`src/hw/rtl/dmrb_pkg.sv`:
```
// shared types and codes of the delimited message ring buffer
// no dependencies; used by dmrb_core, the top level and the checker
`default_nettype none

package dmrb_pkg;

	localparam int DEPTH_DEF   = 256;
	localparam int MAX_MSG_DEF = 64;

	// input modes
	localparam logic [1:0] MODE_WRITE = 2'd0;
	localparam logic [1:0] MODE_READ  = 2'd1;
	localparam logic [1:0] MODE_CLEAR = 2'd2;

	// result kinds
	localparam logic [2:0] KIND_STORED  = 3'd0;
	localparam logic [2:0] KIND_DROPPED = 3'd1;
	localparam logic [2:0] KIND_MSG     = 3'd2;
	localparam logic [2:0] KIND_NO_MSG  = 3'd3;
	localparam logic [2:0] KIND_CLEARED = 3'd4;

	// configuration register indexes
	localparam logic CFG_END_FIRST  = 1'b0;
	localparam logic CFG_END_SECOND = 1'b1;

	localparam logic [7:0] END_FIRST_RST  = 8'd13;
	localparam logic [7:0] END_SECOND_RST = 8'd10;

	// one input word
	typedef struct packed {
		logic [1:0] mode;
		logic [7:0] data_byte;
		logic       first_of_packet;
		logic [7:0] packet_length;
	} dmrb_item_t;

	// one result word offered by the core
	typedef struct packed {
		logic       valid;
		logic [2:0] kind;
		logic [7:0] out_byte;
		logic       last;
		logic       empty_message;
	} dmrb_res_t;

endpackage

`default_nettype wire

```
`src/hw/rtl/dmrb_core.sv`:
```
// sequencer, byte ring memory, pointers and terminator compare unit
// depends on dmrb_pkg
`default_nettype none

module dmrb_core #(
	parameter int DEPTH   = dmrb_pkg::DEPTH_DEF,
	parameter int MAX_MSG = dmrb_pkg::MAX_MSG_DEF
) (
	input  wire logic               clk,
	input  wire logic               arst_n,
	input  wire logic               item_take,
	input  wire dmrb_pkg::dmrb_item_t item,
	output logic                    idle,
	output dmrb_pkg::dmrb_res_t     res,
	input  wire logic               res_take,
	input  wire logic               cfg_we,
	input  wire logic               cfg_index,
	input  wire logic [7:0]         cfg_data
);

	localparam int AW   = $clog2(DEPTH);
	localparam int CW   = $clog2(DEPTH + 1);
	localparam int SW   = ((CW > 8) ? CW : 8) + 1;
	localparam int JW   = $clog2(MAX_MSG + 3);
	localparam int LW   = (MAX_MSG > 1) ? $clog2(MAX_MSG + 1) : 1;
	localparam int CMPW = (CW > JW) ? CW : JW;

	typedef enum logic [4:0] {
		ST_IDLE     = 5'b00001,
		ST_SCAN_RD  = 5'b00010,
		ST_SCAN_CHK = 5'b00100,
		ST_EMIT_RD  = 5'b01000,
		ST_EMIT_OUT = 5'b10000
	} dmrb_state_t;

	dmrb_state_t      state_q;
	logic [AW-1:0]    wp_q;
	logic [AW-1:0]    rp_q;
	logic [CW-1:0]    bytes_q;
	logic [7:0]       pkts_q;
	logic             accepting_q;
	logic [7:0]       rem_q;
	logic [7:0]       end_first_q;
	logic [7:0]       end_second_q;

	logic [JW-1:0]    j_q;
	logic [AW-1:0]    scan_addr_q;
	logic [7:0]       prev_q;
	logic [AW-1:0]    emit_addr_q;
	logic [LW-1:0]    emit_cnt_q;

	logic [7:0]       ring_mem [DEPTH];
	logic [7:0]       rd_data_q;

	logic             rd_en;
	logic [AW-1:0]    rd_addr;
	logic             wr_en;
	logic [7:0]       len_eff;
	logic             first_ok;
	logic             cont_ok;
	logic             scan_stop;
	logic             hit;
	logic [CW-1:0]    bytes_freed;

	function automatic logic [AW-1:0] wrap_inc(input logic [AW-1:0] a);
		wrap_inc = (a == AW'(DEPTH - 1)) ? '0 : a + 1'b1;
	endfunction

	// write admission
	assign len_eff  = (item.packet_length == 8'd0) ? 8'd1 : item.packet_length;
	assign first_ok = (SW'(bytes_q) + SW'(len_eff)) < SW'(DEPTH);
	assign cont_ok  = accepting_q && (rem_q != 8'd0) && (bytes_q < CW'(DEPTH));
	assign wr_en    = (state_q == ST_IDLE) && item_take && (item.mode == dmrb_pkg::MODE_WRITE)
		&& (item.first_of_packet ? first_ok : cont_ok);

	// scan compare unit
	assign scan_stop = (CMPW'(j_q) >= CMPW'(bytes_q)) || (j_q == JW'(MAX_MSG + 2));
	assign hit = (j_q != '0) && (prev_q == end_first_q) && (rd_data_q == end_second_q);
	assign bytes_freed = bytes_q - CW'(j_q) - 1'b1;

	assign rd_en   = (state_q == ST_EMIT_RD) || ((state_q == ST_SCAN_RD) && !scan_stop);
	assign rd_addr = (state_q == ST_EMIT_RD) ? emit_addr_q : scan_addr_q;
	assign idle    = (state_q == ST_IDLE);

	// ring memory, one write and one registered read port
	always_ff @(posedge clk) begin
		if (wr_en) begin
			ring_mem[wp_q] <= item.data_byte;
		end
		if (rd_en) begin
			rd_data_q <= ring_mem[rd_addr];
		end
	end

	// result word offered to the output stage
	always_comb begin
		res = '0;
		unique case (state_q)
			ST_IDLE: begin
				res.last = 1'b1;
				if (item_take) begin
					priority if (item.mode == dmrb_pkg::MODE_WRITE) begin
						res.valid = 1'b1;
						res.kind  = wr_en ? dmrb_pkg::KIND_STORED : dmrb_pkg::KIND_DROPPED;
					end else if (item.mode == dmrb_pkg::MODE_READ) begin
						res.valid = (pkts_q == 8'd0);
						res.kind  = dmrb_pkg::KIND_NO_MSG;
					end else if (item.mode == dmrb_pkg::MODE_CLEAR) begin
						res.valid = 1'b1;
						res.kind  = dmrb_pkg::KIND_CLEARED;
					end else begin
						res.valid = 1'b0;
					end
				end
			end
			ST_SCAN_RD: begin
				res.valid = scan_stop;
				res.kind  = dmrb_pkg::KIND_NO_MSG;
				res.last  = 1'b1;
			end
			ST_SCAN_CHK: begin
				res.valid         = hit && (j_q == JW'(1));
				res.kind          = dmrb_pkg::KIND_NO_MSG;
				res.last          = 1'b1;
				res.empty_message = 1'b1;
			end
			ST_EMIT_OUT: begin
				res.valid    = 1'b1;
				res.kind     = dmrb_pkg::KIND_MSG;
				res.out_byte = rd_data_q;
				res.last     = (emit_cnt_q == LW'(1));
			end
			default: begin
				res = '0;
			end
		endcase
	end

	// sequencer and pointer state
	always_ff @(posedge clk or negedge arst_n) begin
		if (!arst_n) begin
			state_q      <= ST_IDLE;
			wp_q         <= '0;
			rp_q         <= '0;
			bytes_q      <= '0;
			pkts_q       <= '0;
			accepting_q  <= 1'b0;
			rem_q        <= '0;
			end_first_q  <= dmrb_pkg::END_FIRST_RST;
			end_second_q <= dmrb_pkg::END_SECOND_RST;
		end else begin
			if (cfg_we) begin
				if (cfg_index == dmrb_pkg::CFG_END_FIRST) begin
					end_first_q <= cfg_data;
				end else begin
					end_second_q <= cfg_data;
				end
			end
			unique case (state_q)
				ST_IDLE: begin
					if (item_take) begin
						if (item.mode == dmrb_pkg::MODE_WRITE) begin
							if (wr_en) begin
								wp_q    <= wrap_inc(wp_q);
								bytes_q <= bytes_q + 1'b1;
							end
							if (item.first_of_packet) begin
								if (first_ok) begin
									if (pkts_q != 8'hFF) begin
										pkts_q <= pkts_q + 1'b1;
									end
									rem_q       <= len_eff - 1'b1;
									accepting_q <= (len_eff != 8'd1);
								end else begin
									rem_q       <= '0;
									accepting_q <= 1'b0;
								end
							end else if (cont_ok) begin
								rem_q       <= rem_q - 1'b1;
								accepting_q <= (rem_q != 8'd1);
							end
						end else if (item.mode == dmrb_pkg::MODE_READ) begin
							if (pkts_q != 8'd0) begin
								state_q <= ST_SCAN_RD;
							end
						end else if (item.mode == dmrb_pkg::MODE_CLEAR) begin
							wp_q        <= '0;
							rp_q        <= '0;
							bytes_q     <= '0;
							pkts_q      <= '0;
							accepting_q <= 1'b0;
							rem_q       <= '0;
						end
					end
				end
				ST_SCAN_RD: begin
					if (!scan_stop) begin
						state_q <= ST_SCAN_CHK;
					end else if (res_take) begin
						state_q <= ST_IDLE;
					end
				end
				ST_SCAN_CHK: begin
					if (hit) begin
						if (j_q == JW'(1)) begin
							if (res_take) begin
								rp_q    <= wrap_inc(scan_addr_q);
								bytes_q <= bytes_freed;
								pkts_q  <= pkts_q - 1'b1;
								state_q <= ST_IDLE;
							end
						end else begin
							rp_q    <= wrap_inc(scan_addr_q);
							bytes_q <= bytes_freed;
							pkts_q  <= pkts_q - 1'b1;
							state_q <= ST_EMIT_RD;
						end
					end else begin
						state_q <= ST_SCAN_RD;
					end
				end
				ST_EMIT_RD: begin
					state_q <= ST_EMIT_OUT;
				end
				ST_EMIT_OUT: begin
					if (res_take) begin
						state_q <= (emit_cnt_q == LW'(1)) ? ST_IDLE : ST_EMIT_RD;
					end
				end
				default: begin
					state_q <= ST_IDLE;
				end
			endcase
		end
	end

	// scan and emit working registers
	always_ff @(posedge clk) begin
		if ((state_q == ST_IDLE) && item_take) begin
			j_q         <= '0;
			scan_addr_q <= rp_q;
		end
		if ((state_q == ST_SCAN_CHK) && !hit) begin
			prev_q      <= rd_data_q;
			j_q         <= j_q + 1'b1;
			scan_addr_q <= wrap_inc(scan_addr_q);
		end
		if ((state_q == ST_SCAN_CHK) && hit) begin
			emit_addr_q <= rp_q;
			emit_cnt_q  <= LW'(j_q - 1'b1);
		end
		if ((state_q == ST_EMIT_OUT) && res_take) begin
			emit_addr_q <= wrap_inc(emit_addr_q);
			emit_cnt_q  <= emit_cnt_q - 1'b1;
		end
	end

endmodule

`default_nettype wire

```
`src/hw/rtl/delimited_message_ring_buffer.sv`:
```
// Byte ring buffer for length-judged packets with terminator-delimited message readout.
// Write and clear words have their result offered the next cycle.
// A read scans stored bytes, each read through the one ring memory read port, then compared,
// up to MAX_MSG+2 bytes, then reads and emits each message byte while the output is taken.
// Throughput: one word at a time; the next word is accepted once the read sequence ends.
// Reset clears pointers and counts and presets the terminators; ring memory is not cleared.
`default_nettype none

module delimited_message_ring_buffer #(
	parameter int DEPTH   = dmrb_pkg::DEPTH_DEF,
	parameter int MAX_MSG = dmrb_pkg::MAX_MSG_DEF
) (
	input  wire logic        clk,
	input  wire logic        arst_n,
	input  wire logic        s_tvalid,
	output logic             s_tready,
	input  wire logic [15:0] s_tdata,   // data_byte[7:0], packet_length[15:8]
	input  wire logic [2:0]  s_tuser,   // mode[1:0], first_of_packet[2]
	output logic             m_tvalid,
	input  wire logic        m_tready,
	output logic [7:0]       m_tdata,   // out_byte[7:0]
	output logic [3:0]       m_tuser,   // kind[2:0], empty_message[3]
	output logic             m_tlast,
	input  wire logic        cfg_we,
	input  wire logic        cfg_index,
	input  wire logic [7:0]  cfg_data
);

	dmrb_pkg::dmrb_item_t item;
	dmrb_pkg::dmrb_res_t  res;
	logic                 core_idle;
	logic                 slot_free;
	logic                 item_take;
	logic                 res_take;
	logic                 out_valid_q;
	logic [7:0]           out_byte_q;
	logic [3:0]           out_user_q;
	logic                 out_last_q;

	// unpack the input word
	assign item.mode            = s_tuser[1:0];
	assign item.first_of_packet = s_tuser[2];
	assign item.data_byte       = s_tdata[7:0];
	assign item.packet_length   = s_tdata[15:8];

	// handshakes
	assign slot_free = !out_valid_q || m_tready;
	assign s_tready  = core_idle && slot_free;
	assign item_take = s_tvalid && s_tready;
	assign res_take  = res.valid && slot_free;

	dmrb_core #(
		.DEPTH   (DEPTH),
		.MAX_MSG (MAX_MSG)
	) u_core (
		.clk       (clk),
		.arst_n    (arst_n),
		.item_take (item_take),
		.item      (item),
		.idle      (core_idle),
		.res       (res),
		.res_take  (res_take),
		.cfg_we    (cfg_we),
		.cfg_index (cfg_index),
		.cfg_data  (cfg_data)
	);

	// output register valid
	always_ff @(posedge clk or negedge arst_n) begin
		if (!arst_n) begin
			out_valid_q <= 1'b0;
		end else if (res_take) begin
			out_valid_q <= 1'b1;
		end else if (m_tready) begin
			out_valid_q <= 1'b0;
		end
	end

	// output register payload
	always_ff @(posedge clk) begin
		if (res_take) begin
			out_byte_q <= res.out_byte;
			out_user_q <= {res.empty_message, res.kind};
			out_last_q <= res.last;
		end
	end

	assign m_tvalid = out_valid_q;
	assign m_tdata  = out_byte_q;
	assign m_tuser  = out_user_q;
	assign m_tlast  = out_last_q;

endmodule

`default_nettype wire

```
`config.mk`:
```
export PLATFORM = sky130hd
export DESIGN_NAME = delimited_message_ring_buffer
export DESIGN_NICKNAME = d
export VERILOG_FILES = /design/src/hw/rtl/dmrb_pkg.sv /design/src/hw/rtl/dmrb_core.sv /design/src/hw/rtl/delimited_message_ring_buffer.sv
export SDC_FILE = /design/constraint.sdc
export NUM_CORES = 2
export LEC_CHECK = 0
export ABC_AREA = 1
export BUFFER_PORTS_ARGS = -buffer_cell sky130_fd_sc_hd__buf_4
export CELL_PAD_IN_SITES_DETAIL_PLACEMENT = 0
export CELL_PAD_IN_SITES_GLOBAL_PLACEMENT = 1
export CORE_MARGIN = 1
export CORE_UTILIZATION = 51
export DETAILED_ROUTE_END_ITERATION = 7
export GPL_ROUTABILITY_DRIVEN = 0
export PLACE_DENSITY = 0.85
export SLEW_MARGIN = 20
export SYNTH_ARGS = -nofsm -noshare
export SYNTH_HDL_FRONTEND = slang
export SYNTH_HIERARCHICAL = 1
export SYNTH_SLANG_ARGS = --single-unit
export TNS_END_PERCENT = 5
```
`constraint.sdc`:
```
create_clock -name clk -period 4.65 [get_ports clk]
set_input_delay 0.6975 -clock clk [delete_from_list [all_inputs] [get_ports clk]]
set_output_delay 0.6975 -clock clk [all_outputs]
set_load 0.03 [all_outputs]
```
==> impl_metrics.yaml <==
placed_design:
  post-dp-hpwl_um: 164000
  dp_cells: 11700
  port_buffers: 47
  dpl-instance-area_um2: 100000
die:
  dieArea_um2: 191000
  start_util_pct: 51.3
  row_count: 159
  coreArea_um2: 188000
  ioPinCount: 48
  die_y_um: 437
  die_w_um: 437
global_routing:
  grt_usage_pct: 27.4
  grt_max_degree: 125
  grt-ovfl-total: 0
  grt_first_pass_wirelength_um: 394000
  antenna_found_initial: 3
  grt_pass1_vias: 64400
power:
  vdd_drop_max_mv: 0.342
  p_total_w: 0.0551
  power.density_nw_per_um2: 516
  leakagePower_nw: 44.2
sta:
  finalSetupTns_ns: 0
  fin_crit_ns: 3.86
  slew_viol_final: 0
  rsz0062_at_grt: "no"
  finalCritPeriodShare_pct: 83.0
  clock_skew_ns: 0.0423
  slew_headroom_pct: 19.4
  fmax_ghz: 0.259
  final-setup-viol-count: 0
  worst_pin_slew_ns: 1.20
  hold_viol: 0
cts:
  clock_latency_ns: 0.88
  cts.sinks: 2171
  clk_pin_slew_ns: 0.06
  cts_resized: 0
  cts_tree: "yes"
  htreeDepth: 4
  root_buffer: "clkbuf_16"
  cts_buffer_depth: 3
  cts_buffers: 212
logic_synthesis:
  synthesis.nets: 9554
  syn_area_um2: 96400
  synth_area_leaders: "edfxtp_1 (66%), nand2_1 (11%), nand3_1 (9.0%)"
  synth_top_area_share_pct: 65.7
  synth_area_per_cell_um2: 10.2
  yosys_warnings: 6
  ys_seq_area_share_pct: 67.3
  yosysTopAreaCell: "edfxtp_1"
  ys_ff_latch: 2171
  synth.distinct_cells: 50
  syn_inst: 9481
route:
  wl_per_cell_um: 21.6
  viasPerCell: 5.52
  routed_wl_um: 262000
  drt_pre_antenna_iters: 8
  drt_iter0_markers: 7839
  drtAntennaViolNets: 0
  vias: 66900
  drc: 6
final_layout:
  instances_no_fill: 12100
  design_area_um2: 107000
  fin_util_pct: 56.9
  nets: 9529
  area_delta_synth_final_pct: 10.9
  n_antenna_cell: 0
  drive_gt1_share_pct: 6.53
min_path:
  hp-class: "in2reg"
  hold_start: "cfg_data[2]"
  whs_endpoint: "u_core/end_first_q[2]"
  whs_path_depth: 3
critical_path:
  critical_path_class: "reg2reg"
  crit_fanout: 10
  cp-start-kind: "register"
  r2r_start: "u_core/state_q[0]"
  arrival_ns: 4.33
  slowest_delay_ns: 0.57
  crit_slowest_cell: "dfstp_2"
  crit_required_ns: 5.12
  cp-end-kind: "register"
  timing.rr.end: "u_core/ring_mem[165][2]"
  startpoint: "u_core/state_q[0]"
  rrSetupSlack_ns: 0.79
  worstPathCellList: "inv_1 -> nor4_4 -> nand2_2 -> nor2_2 -> inv_1 -> nor2_2 -> nand2_1 -> nor3_4 -> nand2_4 -> nor2_4 -> nand2_2 -> buf_4 -> nor2_1"
  r2r_cells: 13
job:
  max-cap-violations: 0
outcome:
  outcome: "complete, but fails checks"
  violations: "design-rule violations"
[layout by cell type (no fill, tap or decap), types with 4 or more instances in the layout]
cell | synthesis | routed
buf_8 | 0 | 8
nand4_1 | 10 | 10
clkinv_1 | 2 | 47
nand2_2 | 19 | 21
clkbuf_8 | 0 | 5
clkbuf_1 | 131 | 39
o31ai_1 | 9 | 9
nor2_2 | 3 | 5
buf_4 | 50 | 182
o21ai_0 | 84 | 83
dfrtp_1 | 58 | 58
inv_6 | 0 | 5
o211ai_1 | 48 | 48
a21oi_1 | 30 | 30
clkbuf_16 | 0 | 214
o21ai_4 | 1 | 6
bufinv_16 | 0 | 17
buf_12 | 0 | 65
clkinvlp_4 | 0 | 14
o22ai_1 | 13 | 13
nand2_1 | 2791 | 2787
nor2_1 | 353 | 351
nor3b_1 | 4 | 4
edfxtp_1 | 2107 | 2107
nor2_4 | 6 | 6
inv_1 | 1549 | 1548
nor3_1 | 21 | 21
xnor2_1 | 12 | 12
xor2_1 | 34 | 34
dfstp_2 | 6 | 6
ha_1 | 39 | 39
nand3_1 | 1740 | 1739
clkinv_2 | 0 | 47
nor4_1 | 6 | 6
inv_16 | 0 | 4
[cells in the mapped netlist (all sizes together)]
| master | number |
|---|---|
| o31ai | 9 |
| a21oi | 30 |
| nor3b | 4 |
| dfstp | 6 |
| nor3 | 22 |
| o211ai | 48 |
| dfrtp | 58 |
| inv | 1553 |
| edfxtp | 2107 |
| nor2 | 362 |
| a2bb2oi | 1 |
| nand4 | 11 |
| clkinv | 2 |
| nand3 | 1742 |
| clkbuf | 131 |
| a31oi | 3 |
| a22o | 1 |
| o22ai | 13 |
| a211oi | 1 |
| a41oi | 1 |
| o21ai | 91 |
| o21a | 1 |
| a22oi | 3 |
| o32ai | 2 |
| o21bai | 1 |
| buf | 364 |
| ha | 39 |
| nand2 | 2811 |
| o2111ai | 3 |
| nor4 | 7 |
| a32o | 3 |
| fa | 1 |
| xnor2 | 12 |
| or2 | 4 |
| xor2 | 34 |
[metrics by stage]
stage | setup WS [ns] | hold slack, ns
final | 0.790 | 0.101
after global routing | 0.430 | 0.0970
after CTS | 0.822 | 0.0505
after detailed placement | 0.597 | 0.478
after global placement | 0.573 | 0.473
after floorplan | 0.709 | 0.402
[flip-flops by register name (all words and copies together) (netlist names), 5 cells and up]
register	cells
u_core/rp_q	8
u_core/wp_q	8
u_core/end_first_q	8
u_core/emit_cnt_q	7
u_core/prev_q	8
u_core/end_second_q	8
u_core/rd_data_q	8
u_core/scan_addr_q	8
u_core/ring_mem	2048
m_tdata	8
u_core/pkts_q	8
u_core/bytes_q	9
u_core/state_q	5
u_core/j_q	7
u_core/rem_q	8
u_core/emit_addr_q	8
[critical path, delay by kind of cell (launching register included)]
family,cells,cell delay (ns)
simple gates,10,2.34
flops,1,0.57
buf+inv,3,0.53
[power breakdown]
group | internal (W) | switching (W)
Combinational | 0.00468 | 0.0115
Clock | 0.00949 | 0.00738
Sequential | 0.0218 | 0.000299
[cell type report]
type,count,area (um2)
Fill cell,15800,81000
Sequential cell,2171,64900
Multi-Input combinational cell,5260,23300
Inverter,1555,5850
Clock buffer,258,5570
Tap cell,2495,3120
Timing Repair Buffer,256,2800
Clock inverter,138,1260
[layer usage]
| metal | wire length, um | GRT usage (%) | share of wire (%) |
|---|---|---|---|
| met5 | 12 | 0 | 0.0046 |
| met4 | 8410 | 9.08 | 3.2 |
| met3 | 24400 | 4.85 | 9.3 |
| met2 | 122000 | 43.8 | 47 |
| met1 | 107000 | 37.9 | 41 |
[worst max path at each step]
stage	endpoint	cells after the start
floorplan	u_core/emit_addr_q[0]	17
global placement	u_core/ring_mem[146][0]	18
detailed placement	u_core/ring_mem[29][7]	18
CTS	u_core/ring_mem[29][5]	13
global route	u_core/emit_addr_q[6]	15
finish	u_core/ring_mem[165][2]	13
[cells by family after synthesis]
kind of cell | share of synthesized area, %
adder cells (fa/ha/maj) | 0.527
buffers and inverters | 8.53
XOR/XNOR | 0.418
flip-flops | 67.3
AO/OA/AOI/OAI | 1.35
AND/OR/NAND/NOR | 21.8
[timing repair]
item	4_1_cts	5_1_grt
endpoints found under the hold margin	33	0
hold buffers	1	0
buffers inserted	0	0
Note: power is estimated with default switching activity, not from simulation.
